### src/msva_pkg.sv
// Shared constants, codes and types of the mono/stereo voice allocator.
package msva_pkg;

  localparam int NUM_CHANNELS = 64;
  localparam int CH_W         = (NUM_CHANNELS > 2) ? $clog2(NUM_CHANNELS) : 1;
  localparam int NUM_PAIRS    = NUM_CHANNELS / 2;
  localparam int NUM_ROWS     = (NUM_CHANNELS + 1) / 2;
  localparam int ROW_W        = (NUM_ROWS > 1) ? $clog2(NUM_ROWS) : 1;

  localparam int CMD_W   = 2;
  localparam int CHAN_W  = 6;
  localparam int OWNER_W = 32;
  localparam int STAT_W  = 2;

  localparam logic [CMD_W-1:0] CMD_MONO   = 2'd0;
  localparam logic [CMD_W-1:0] CMD_STEREO = 2'd1;
  localparam logic [CMD_W-1:0] CMD_FREE   = 2'd2;

  localparam logic [STAT_W-1:0] STAT_OK     = 2'd0;
  localparam logic [STAT_W-1:0] STAT_NOFREE = 2'd1;
  localparam logic [STAT_W-1:0] STAT_OWNER  = 2'd2;

  localparam logic [1:0] ST_FREE  = 2'd0;
  localparam logic [1:0] ST_MONO  = 2'd1;
  localparam logic [1:0] ST_LEFT  = 2'd2;
  localparam logic [1:0] ST_RIGHT = 2'd3;

  typedef struct packed {
    logic latch;  // capture a request word and read the owner rows
    logic exec;   // update the tables and load the result register
  } msva_cmd_t;

endpackage

### src/msva_req_if.sv
// Request channel: valid/ready handshake with command, channel and owner.
interface msva_req_if import msva_pkg::*; ();
  logic               valid;
  logic               ready;
  logic [CMD_W-1:0]   cmd;
  logic [CHAN_W-1:0]  channel;
  logic [OWNER_W-1:0] owner_id;

  modport source (output valid, cmd, channel, owner_id, input ready);
  modport sink   (input valid, cmd, channel, owner_id, output ready);
endinterface

### src/msva_rsp_if.sv
// Response channel: valid/ready handshake with status and granted channel.
interface msva_rsp_if import msva_pkg::*; ();
  logic              valid;
  logic              ready;
  logic [STAT_W-1:0] status;
  logic [CHAN_W-1:0] granted_channel;

  modport source (output valid, status, granted_channel, input ready);
  modport sink   (input valid, status, granted_channel, output ready);
endinterface

### src/msva_ctrl.sv
// Controller: two-state sequencer and result-register occupancy.
module msva_ctrl import msva_pkg::*; (
  input  logic      clk,
  input  logic      rst,
  input  logic      in_valid,
  output logic      in_ready,
  output logic      out_valid,
  input  logic      out_ready,
  output msva_cmd_t cmd
);

  localparam logic S_IDLE = 1'b0;
  localparam logic S_EXEC = 1'b1;

  logic state;
  logic state_next;
  logic out_valid_next;

  assign in_ready  = (state == S_IDLE);
  assign cmd.latch = in_valid && in_ready;
  assign cmd.exec  = (state == S_EXEC) && (!out_valid || out_ready);

  always_comb begin
    state_next = state;
    case (state)
      S_IDLE: if (cmd.latch) state_next = S_EXEC;
      S_EXEC: if (cmd.exec) state_next = S_IDLE;
      default: state_next = S_IDLE;
    endcase
  end

  always_comb begin
    out_valid_next = out_valid;
    if (cmd.exec) begin
      out_valid_next = 1'b1;
    end else if (out_ready) begin
      out_valid_next = 1'b0;
    end
  end

  always_ff @(posedge clk) begin
    if (rst) begin
      state     <= S_IDLE;
      out_valid <= 1'b0;
    end else begin
      state     <= state_next;
      out_valid <= out_valid_next;
    end
  end

endmodule

### src/msva_dp.sv
// Datapath: channel state flags, banked owner memory, search and result register.
module msva_dp import msva_pkg::*; (
  input  logic               clk,
  input  logic               rst,
  input  msva_cmd_t          cmd,
  input  logic [CMD_W-1:0]   in_cmd,
  input  logic [CHAN_W-1:0]  in_channel,
  input  logic [OWNER_W-1:0] in_owner_id,
  output logic [STAT_W-1:0]  status,
  output logic [CHAN_W-1:0]  granted_channel
);

  // Lowest set bit of a NUM_CHANNELS-wide vector, as found flag plus index.
  function automatic logic [CH_W:0] find_first(input logic [NUM_CHANNELS-1:0] v);
    logic [NUM_CHANNELS-1:0] onehot;
    logic [CH_W-1:0]         idx;
    onehot = v & (~v + NUM_CHANNELS'(1));
    idx    = '0;
    for (int i = 0; i < NUM_CHANNELS; i++) begin
      if (onehot[i]) idx = idx | CH_W'(i);
    end
    return {|v, idx};
  endfunction

  // Per-channel state flags, cleared by reset.
  logic [1:0]         alloc_st [NUM_CHANNELS];
  logic               own_vld  [2*NUM_ROWS];
  // Owner ids, even and odd channels in separate banks sharing a row address.
  logic [OWNER_W-1:0] mem_even [NUM_ROWS];
  logic [OWNER_W-1:0] mem_odd  [NUM_ROWS];

  logic [NUM_CHANNELS-1:0] free_vec;
  logic [NUM_CHANNELS-1:0] pair_vec;
  logic [CH_W:0]           mono_hit;
  logic [CH_W:0]           pair_hit;
  logic [CH_W-1:0]         in_idx;
  logic [ROW_W-1:0]        in_row;

  always_comb begin
    free_vec = '0;
    pair_vec = '0;
    for (int i = 0; i < NUM_CHANNELS; i++) begin
      free_vec[i] = (alloc_st[i] == ST_FREE);
    end
    for (int k = 0; k < NUM_PAIRS; k++) begin
      pair_vec[k] = free_vec[2*k] && free_vec[2*k+1];
    end
  end

  assign mono_hit = find_first(free_vec);
  assign pair_hit = find_first(pair_vec);
  assign in_idx   = CH_W'(in_channel);
  assign in_row   = ROW_W'(in_idx >> 1);

  // Latched request and search results.
  logic [CMD_W-1:0]   r_cmd;
  logic [CHAN_W-1:0]  r_ch;
  logic [OWNER_W-1:0] r_owner;
  logic [OWNER_W-1:0] rd_even;
  logic [OWNER_W-1:0] rd_odd;
  logic               mono_found;
  logic [CH_W-1:0]    mono_idx;
  logic               pair_found;
  logic [CH_W-1:0]    pair_idx;

  always_ff @(posedge clk) begin
    if (cmd.latch) begin
      r_cmd      <= in_cmd;
      r_ch       <= in_channel;
      r_owner    <= in_owner_id;
      rd_even    <= mem_even[in_row];
      rd_odd     <= mem_odd[in_row];
      mono_found <= mono_hit[CH_W];
      mono_idx   <= mono_hit[CH_W-1:0];
      pair_found <= pair_hit[CH_W];
      pair_idx   <= pair_hit[CH_W-1:0];
    end
  end

  // Execute step.
  logic [CH_W-1:0]    r_idx;
  logic [CH_W-1:0]    p_idx;
  logic [CH_W-1:0]    left_idx;
  logic [CH_W-1:0]    right_idx;
  logic [OWNER_W-1:0] own_cur;
  logic [OWNER_W-1:0] own_par;
  logic               in_range;
  logic [STAT_W-1:0]  status_next;
  logic [CHAN_W-1:0]  granted_next;
  logic               set_mono;
  logic               set_pair;
  logic               rel_cur;
  logic               rel_par;

  assign r_idx     = CH_W'(r_ch);
  assign p_idx     = r_idx ^ CH_W'(1);
  assign left_idx  = CH_W'(pair_idx << 1);
  assign right_idx = left_idx | CH_W'(1);
  assign in_range  = 32'(r_ch) < 32'(NUM_CHANNELS);
  assign own_cur   = own_vld[r_idx] ? (r_idx[0] ? rd_odd : rd_even) : '0;
  assign own_par   = own_vld[p_idx] ? (p_idx[0] ? rd_odd : rd_even) : '0;

  always_comb begin
    status_next  = STAT_NOFREE;
    granted_next = '0;
    set_mono     = 1'b0;
    set_pair     = 1'b0;
    rel_cur      = 1'b0;
    rel_par      = 1'b0;
    case (r_cmd)
      CMD_MONO: begin
        if (mono_found) begin
          set_mono     = 1'b1;
          status_next  = STAT_OK;
          granted_next = CHAN_W'(mono_idx);
        end
      end
      CMD_FREE: begin
        granted_next = r_ch;
        if (!in_range) begin
          status_next = STAT_NOFREE;
        end else if (own_cur != r_owner) begin
          status_next = STAT_OWNER;
        end else begin
          status_next = STAT_OK;
          rel_cur     = 1'b1;
          // Partner of a stereo channel is its even/odd neighbor.
          if ((alloc_st[r_idx] == ST_LEFT || alloc_st[r_idx] == ST_RIGHT) &&
              32'(p_idx) < 32'(NUM_CHANNELS) && own_par == r_owner) begin
            rel_par = 1'b1;
          end
        end
      end
      default: begin
        // Stereo request; the unused code acts the same.
        if (pair_found) begin
          set_pair     = 1'b1;
          status_next  = STAT_OK;
          granted_next = CHAN_W'(left_idx);
        end
      end
    endcase
  end

  always_ff @(posedge clk) begin
    if (rst) begin
      for (int i = 0; i < NUM_CHANNELS; i++) alloc_st[i] <= ST_FREE;
      for (int i = 0; i < 2*NUM_ROWS; i++) own_vld[i] <= 1'b0;
    end else if (cmd.exec) begin
      if (set_mono) begin
        alloc_st[mono_idx] <= ST_MONO;
        own_vld[mono_idx]  <= 1'b1;
      end
      if (set_pair) begin
        alloc_st[left_idx]  <= ST_LEFT;
        alloc_st[right_idx] <= ST_RIGHT;
        own_vld[left_idx]   <= 1'b1;
        own_vld[right_idx]  <= 1'b1;
      end
      // A cleared valid bit reads the owner back as zero.
      if (rel_cur) begin
        alloc_st[r_idx] <= ST_FREE;
        own_vld[r_idx]  <= 1'b0;
      end
      if (rel_par) begin
        alloc_st[p_idx] <= ST_FREE;
        own_vld[p_idx]  <= 1'b0;
      end
    end
  end

  always_ff @(posedge clk) begin
    if (cmd.exec) begin
      if (set_mono && !mono_idx[0]) mem_even[ROW_W'(mono_idx >> 1)] <= r_owner;
      if (set_mono && mono_idx[0])  mem_odd[ROW_W'(mono_idx >> 1)]  <= r_owner;
      if (set_pair) begin
        mem_even[ROW_W'(pair_idx)] <= r_owner;
        mem_odd[ROW_W'(pair_idx)]  <= r_owner;
      end
      status          <= status_next;
      granted_channel <= granted_next;
    end
  end

endmodule

### src/mono_stereo_voice_allocator_top.sv
// Top level of the mono/stereo voice allocator: controller plus datapath.
//
// Usage:
//   req carries one request word: cmd (allocate mono, allocate stereo pair,
//   free), channel (used by free only) and owner_id. rsp returns exactly one
//   word per request: status (ok, no free channel or pair, owner mismatch)
//   and granted_channel (the channel, or the left channel of a stereo pair;
//   the requested channel echoed back on free).
//   Both channels move a word when valid and ready are high at a clock edge.
//
// Sequence:
//   On acceptance the request word is latched, the owner memory row of the
//   named channel and its partner is read and the lowest free channel and
//   lowest free pair are found from the state flags by priority encoders.
//   The execute step then updates the tables and loads the result register,
//   waiting while the register still holds an unaccepted response. No new
//   request is taken until that step is done; the read-then-update
//   sequence of the owner memory sets this.
//
// Reset (rst, synchronous, active high): all channels free, all owners
//   reading as zero, no response pending; no clearing pass is needed.
// Stall: the result register holds while rsp.ready is low; a new request is
//   still taken, and its update waits until the register is free.
module mono_stereo_voice_allocator_top import msva_pkg::*; (
  input  logic        clk,
  input  logic        rst,
  msva_req_if.sink    req,
  msva_rsp_if.source  rsp
);

  msva_cmd_t cmd;

  // Sequence each request: take, then update and present.
  msva_ctrl u_ctrl (
    .clk       (clk),
    .rst       (rst),
    .in_valid  (req.valid),
    .in_ready  (req.ready),
    .out_valid (rsp.valid),
    .out_ready (rsp.ready),
    .cmd       (cmd)
  );

  // Hold channel tables, search for free channels, form the response word.
  msva_dp u_dp (
    .clk             (clk),
    .rst             (rst),
    .cmd             (cmd),
    .in_cmd          (req.cmd),
    .in_channel      (req.channel),
    .in_owner_id     (req.owner_id),
    .status          (rsp.status),
    .granted_channel (rsp.granted_channel)
  );

endmodule

### src/flat_wrapper.sv
// flat-port wrapper written by rule: the top's interface ports become plain ports
module mono_stereo_voice_allocator_top_flat import msva_pkg::*;
  (clk, rst, req_valid, req_cmd, req_channel, req_owner_id, req_ready, rsp_valid, rsp_status, rsp_granted_channel, rsp_ready);
  msva_req_if req_i ();
  msva_rsp_if rsp_i ();
  input  logic clk;
  input  logic rst;
  input wire logic [$bits(req_i.valid)-1:0] req_valid;
  input wire logic [$bits(req_i.cmd)-1:0] req_cmd;
  input wire logic [$bits(req_i.channel)-1:0] req_channel;
  input wire logic [$bits(req_i.owner_id)-1:0] req_owner_id;
  output wire logic [$bits(req_i.ready)-1:0] req_ready;
  output wire logic [$bits(rsp_i.valid)-1:0] rsp_valid;
  output wire logic [$bits(rsp_i.status)-1:0] rsp_status;
  output wire logic [$bits(rsp_i.granted_channel)-1:0] rsp_granted_channel;
  input wire logic [$bits(rsp_i.ready)-1:0] rsp_ready;
  assign req_i.valid = req_valid;
  assign req_i.cmd = req_cmd;
  assign req_i.channel = req_channel;
  assign req_i.owner_id = req_owner_id;
  assign req_ready = req_i.ready;
  assign rsp_valid = rsp_i.valid;
  assign rsp_status = rsp_i.status;
  assign rsp_granted_channel = rsp_i.granted_channel;
  assign rsp_i.ready = rsp_ready;
  mono_stereo_voice_allocator_top u_core (.clk(clk), .rst(rst), .req(req_i), .rsp(rsp_i));
endmodule
### config.mk
export PLATFORM = sky130hd
export DESIGN_NAME = mono_stereo_voice_allocator_top_flat
export DESIGN_NICKNAME = d
export VERILOG_FILES = /design/src/msva_pkg.sv /design/src/msva_req_if.sv /design/src/msva_rsp_if.sv /design/src/msva_ctrl.sv /design/src/msva_dp.sv /design/src/mono_stereo_voice_allocator_top.sv /design/src/flat_wrapper.sv
export SDC_FILE = /design/constraint.sdc
export NUM_CORES = 2
export LEC_CHECK = 0
export BUFFER_PORTS_ARGS = -buffer_cell sky130_fd_sc_hd__buf_4
export CAP_MARGIN = 20
export CORE_UTILIZATION = 49
export CTS_CLUSTER_SIZE = 40
export DETAILED_ROUTE_END_ITERATION = 8
export REMOVE_ABC_BUFFERS = 1
export SETUP_SLACK_MARGIN = 0.4
export SLEW_MARGIN = 0
export SYNTH_ARGS = -nofsm -noshare
export SYNTH_HDL_FRONTEND = slang
export SYNTH_SLANG_ARGS = --single-unit
### constraint.sdc
create_clock -name clk -period 6 [get_ports clk]
set_input_delay 0.9 -clock clk [delete_from_list [all_inputs] [get_ports clk]]
set_output_delay 0.9 -clock clk [all_outputs]
set_load 0.03 [all_outputs]
; After elaboration in Yosys (flattened, before gate mapping)
; Memories as Yosys holds them, arrays and structs flattened. A register that Yosys moved wholly into a read port is not among the register bits.
; Cells that the tools add are included.
[word_totals]
out_inout_bits = 10
mem_bits_rw = 2240
inputBits = 44
ff_bits = 63
memories = 4
[op_classes]
n_reduce_logical = 131
bitwise_logic = 6
eq_ne = 5
addsub = 2
muxes = 227
[mem_list]
columns = name, words, word_bits, read_ports, rd_ports_with_merged_regs, wr, line_no
row1 = u_core.u_dp.mem_even, 32, 32, 1, 1, 1, msva_dp.sv:29  ; logic [OWNER_W-1:0] mem_even [NUM_ROWS];
row2 = u_core.u_dp.mem_odd, 32, 32, 1, 1, 1, msva_dp.sv:30  ; logic [OWNER_W-1:0] mem_odd [NUM_ROWS];
row3 = u_core.u_dp.alloc_st, 64, 2, 65, 1, 64, msva_dp.sv:26  ; logic [1:0] alloc_st [NUM_CHANNELS];
row4 = u_core.u_dp.own_vld, 64, 1, 2, 1, 64, msva_dp.sv:27  ; logic own_vld [2*NUM_ROWS];
[op_table]
columns = operator, n
row1 = $mux W6, 76
row2 = $mux W32, 6
row3 = $mux W5, 34
row4 = $logic_not A2 Y1, 65
row5 = $add A64 B1 Y64 const B, 2
row6 = $reduce_or A32 Y1, 4
row7 = $mux W1, 70
row8 = $and A32 B64 Y64, 1
row9 = $and A64 B64 Y64, 1
row10 = $mux W4, 16
row11 = $not A32 Y64, 1
row12 = $not A64 Y64, 1
row13 = $reduce_or A64 Y1, 1
row14 = $logic_and A1 B1 Y1, 37
row15 = $eq A32 B32 Y1, 1
row16 = $ne A32 B32 Y1, 1
row17 = $reduce_or A16 Y1, 2
row18 = $mux W2, 14
row19 = $mux W3, 8
row20 = $reduce_or A2 Y1, 8
row21 = $reduce_or A8 Y1, 2
row22 = $pmux W6 S2, 1
row23 = $reduce_or A4 Y1, 2
row24 = $eq A2 B2 Y1 const B, 3
row25 = other kinds (7), 14

; Depth between registers and ports, before layout
; An unclocked memory read counts as a cell.
[depth]
depth_word = 67
ltp_mapped = 16

; Hierarchy
; A second synthesis with hierarchy kept.
[hier_totals]
hier_cells = 5007
hier_area_um2 = 96129.7
[by_module_without_submodules]
columns = module, n_inst, cells_each, area_per_inst_um2, seq_area_each_um2
row1 = msva_dp, 1, 4997, 96034.6, 69216.4
row2 = msva_ctrl, 1, 10, 95.1, 40.0

; Least setup slack after synthesis
; Ideal clock, no wire load.
[synth_path]
path_kind = input to register
from = in req_valid
to = reg (tool-made name)
arrival_time_ps = 5002
required_time_ps = 5924
cell_stages = 3
path_buffers = 1
slack_ps = 923
cell_sequence = nor2b_1 clkbuf_1 mux2_2
[synth_rtl]
columns = item, line_no
row1 = start: declaration, flat_wrapper.sv:8  ; input wire logic [$bits(req_i.valid)-1:0] req_valid;

==> results.json <==
{
  "cts.clk_slew.worst_paths_ns": 0.06,
  "drtAntennaViolNets": 0,
  "hp-class": "in -> reg",
  "grt_max_degree": 84,
  "fin_crit_ns": 5.05,
  "syn_to_final_growth_pct": 13.5,
  "cts_resized": 0,
  "routed_wl_microns": 275000,
  "finalCritPeriodShare": 0.842,
  "initial_core_util": 0.495,
  "cts_root_buffer": "clkbuf_16",
  "p_sw_uw": 7760,
  "fmax_mhz": 198,
  "finalClockSkew_ns": 0.0931,
  "comb_power_share": 0.058,
  "tightest_slew_ns": 1.23,
  "grt_overflow": 0,
  "critPathCaptureType": "flip-flop",
  "worstPathArrival_ns": 5.77,
  "viasPerCell": 6.58,
  "hold_viol_final": 0,
  "place_congestion": 1.05,
  "die_w_microns": 444,
  "place_hpwl_microns": 166000,
  "clock_latency_ns": 0.91,
  "synthArstFlopShare": 0,
  "swShare": 0.222,
  "first_iter_violations": 6840,
  "synth-seq-cells": 2373,
  "wl_per_cell_microns": 34.8,
  "worstSetupStartpointType": "flip-flop",
  "antenna_found_initial": 4,
  "gr-usage-all-layers": 0.279,
  "yosysSeqAreaShare": 0.723,
  "status": "complete, no violations",
  "cts.sinks": 2373,
  "grt_pass1_wl_microns": 388000,
  "nNetsFinal": 5224,
  "mostFrequentLayoutCells": "2173 x edfxtp_1, 676 x mux4_2, 237 x buf_4",
  "drive_above_1_share": 0.274,
  "grt_pass1_vias": 51024,
  "fin_cells": 7913,
  "vias": 52062,
  "drc_errors": 0,
  "io_buffers": 53,
  "setup_violations": 0,
  "place_inst": 7469,
  "ys.flop_type": "edfxtp_1",
  "numCtsBuffers": 234,
  "cts-hold-fix-buffers": 0,
  "htree_num_levels": 4,
  "fillCellCount": 14494,
  "p_int_uw": 27200,
  "path_max_fanout": 55,
  "avgSynthCellArea_sq_um": 19.4,
  "seqPwrFrac": 0.526,
  "p_leak_uw": 0.0342,
  "first_pass_iters": 7,
  "post-cts-setup-buffer-count": 0,
  "die_h_microns": 444,
  "fp.dieArea_sq_um": 197000,
  "maxCapViolCount": 0,
  "yosys_warnings": 0,
  "pwr_density_cell_nw_per_um2": 322,
  "core_area_sq_um": 193000,
  "r2r_slack_ns": 0.95,
  "synth_cell_types": 83,
  "io_pins": 54,
  "crit_type": "reg -> reg",
  "cts_tree": "yes",
  "pwr-share-clk": 0.416,
  "irDropWorstVdd_mv": 0.289,
  "slew_headroom": 0.174,
  "rsz0062_at_grt": "no",
  "final_max_slew_viol_count": 0,
  "max-clock-path-buffers": 3,
  "synthesis.area_sq_um": 95800,
  "rows": 161,
  "final_common_cell": "edfxtp_1",
  "crit_required_ns": 6.72,
  "synth_edf_count": 2173,
  "synthCells": 4924,
  "post-route-util": 0.562
}
power by group through the flow:
stage | clock network, uW | registers [uW] | logic (uW)
after floorplan | 0 | 18800 | 918
after global placement | 0 | 18700 | 2010
after detailed placement | 0 | 18700 | 2040
after CTS | 14700 | 18400 | 2040
after global routing | 15300 | 18400 | 2140
final | 14500 | 18400 | 2040
sequential cells by signal, indices dropped and copies added (netlist names), 5 cells and up, named ones only:
name                         cells
u_core.u_dp.mem_odd           1024
u_core.u_dp.rd_odd              32
u_core.u_dp.mono_idx             6
u_core.u_dp.rd_even             32
u_core.u_dp.r_owner             32
u_core.u_dp.granted_channel      6
u_core.u_dp.alloc_st           128
u_core.u_dp.own_vld             64
u_core.u_dp.mem_even          1024
u_core.u_dp.r_ch                 6
u_core.u_dp.pair_idx             5
final cells by class:
type	instances	area [sq um]	share of cell area
multi-input cells	2238	25800	0.237
repair buffers	284	2690	0.0247
clock buffers	293	6160	0.0567
clock inverters	146	1480	0.0136
diodes	4	10.0	0.0000921
flip-flops and latches	2373	69300	0.637
well taps	2526	3160	0.0291
inverters	49	184	0.00169
path summary, 6_finish.rpt:
| kind | end | start | cells past startpoint |
|---|---|---|---|
| worst max-delay path | u_core.u_dp.alloc_st[58][0]$_SDFFE_PP0P_ | flip-flop | 12 |
| worst min-delay path | u_core.u_dp.r_owner[10]$_DFFE_PP_ | req_owner_id[10] | 1 |
| worst max register to register | u_core.u_dp.alloc_st[58][0]$_SDFFE_PP0P_ | flip-flop | 12 |
| worst min register to register | u_core.u_dp.alloc_st[28][0]$_SDFFE_PP0P_ | u_core.u_dp.alloc_st[28][0]$_SDFFE_PP0P_ | 2 |
layer usage:
metal  global-route usage  share of wire  vias up
li1                     -              -    21167
met1                0.412           0.42    27903
met2                0.428           0.47     2536
met3               0.0474          0.080      454
met4               0.0854          0.031        2
met5                    0       0.000065        -
critical path, cell delays in order, from the launching register on:
cell and delay [ns]:
dfxtp_1 1.00, mux4_2 0.37, nand3_1 0.08, nand3_1 0.16, buf_4 0.29, a22o_1 0.71, o22ai_1 0.17, a22oi_1 0.29
nand4_1 0.34, nor3_4 0.29, buf_12 0.30, mux2_2 0.55, a32o_1 0.25
cell usage after synthesis, types with 12 or more instances:
library cell | instances | area share
a21oi_1 | 78 | 0.0041
nand2_1 | 216 | 0.0085
nor2b_1 | 25 | 0.0016
a32o_1 | 21 | 0.0022
a221o_1 | 41 | 0.0043
and3_1 | 25 | 0.0016
and2_1 | 14 | 0.00091
mux2i_1 | 81 | 0.0085
nor4bb_1 | 17 | 0.0018
buf_2 | 27 | 0.0014
mux2_2 | 80 | 0.0094
a32oi_1 | 21 | 0.0019
clkbuf_1 | 161 | 0.0063
nor4_1 | 35 | 0.0023
dfxtp_1 | 200 | 0.042
inv_1 | 47 | 0.0018
buf_4 | 12 | 0.00094
xor2_1 | 24 | 0.0022
mux4_2 | 676 | 0.16
a22oi_1 | 24 | 0.0019
nor2_1 | 265 | 0.010
edfxtp_1 | 2173 | 0.68
nand3_1 | 44 | 0.0023
o41ai_1 | 13 | 0.0012
buf_1 | 58 | 0.0023
a31o_1 | 20 | 0.0018
o211ai_1 | 20 | 0.0016
o22ai_1 | 56 | 0.0037
nor3_1 | 64 | 0.0033
o21ai_0 | 100 | 0.0052
a41oi_1 | 32 | 0.0029
nand2b_1 | 61 | 0.0040
through the flow:
step                hold WS, ns  setup WS (ns)  cell area, sq um  TNS [ns]  total power, uW
global route              0.134          0.866            109000         0            35900
detailed placement        0.449           1.10            101000         0            20800
global placement          0.438          0.974            101000         0            20700
finish                    0.170          0.946            109000         0            35000
CTS                       0.108           1.11            109000         0            35100
floorplan                 0.430          -1.18             94700   -187.12            19700
cells by family after synthesis:
family          Yosys count  share of synthesized area
simple gates            828                     0.0419
mux                     839                      0.177
xor+xnor                 26                    0.00238
compound gates          545                     0.0420
buf+inv                 313                     0.0135
flops                  2373                      0.723
No activity file was read; power rests on OpenSTA's default activity.
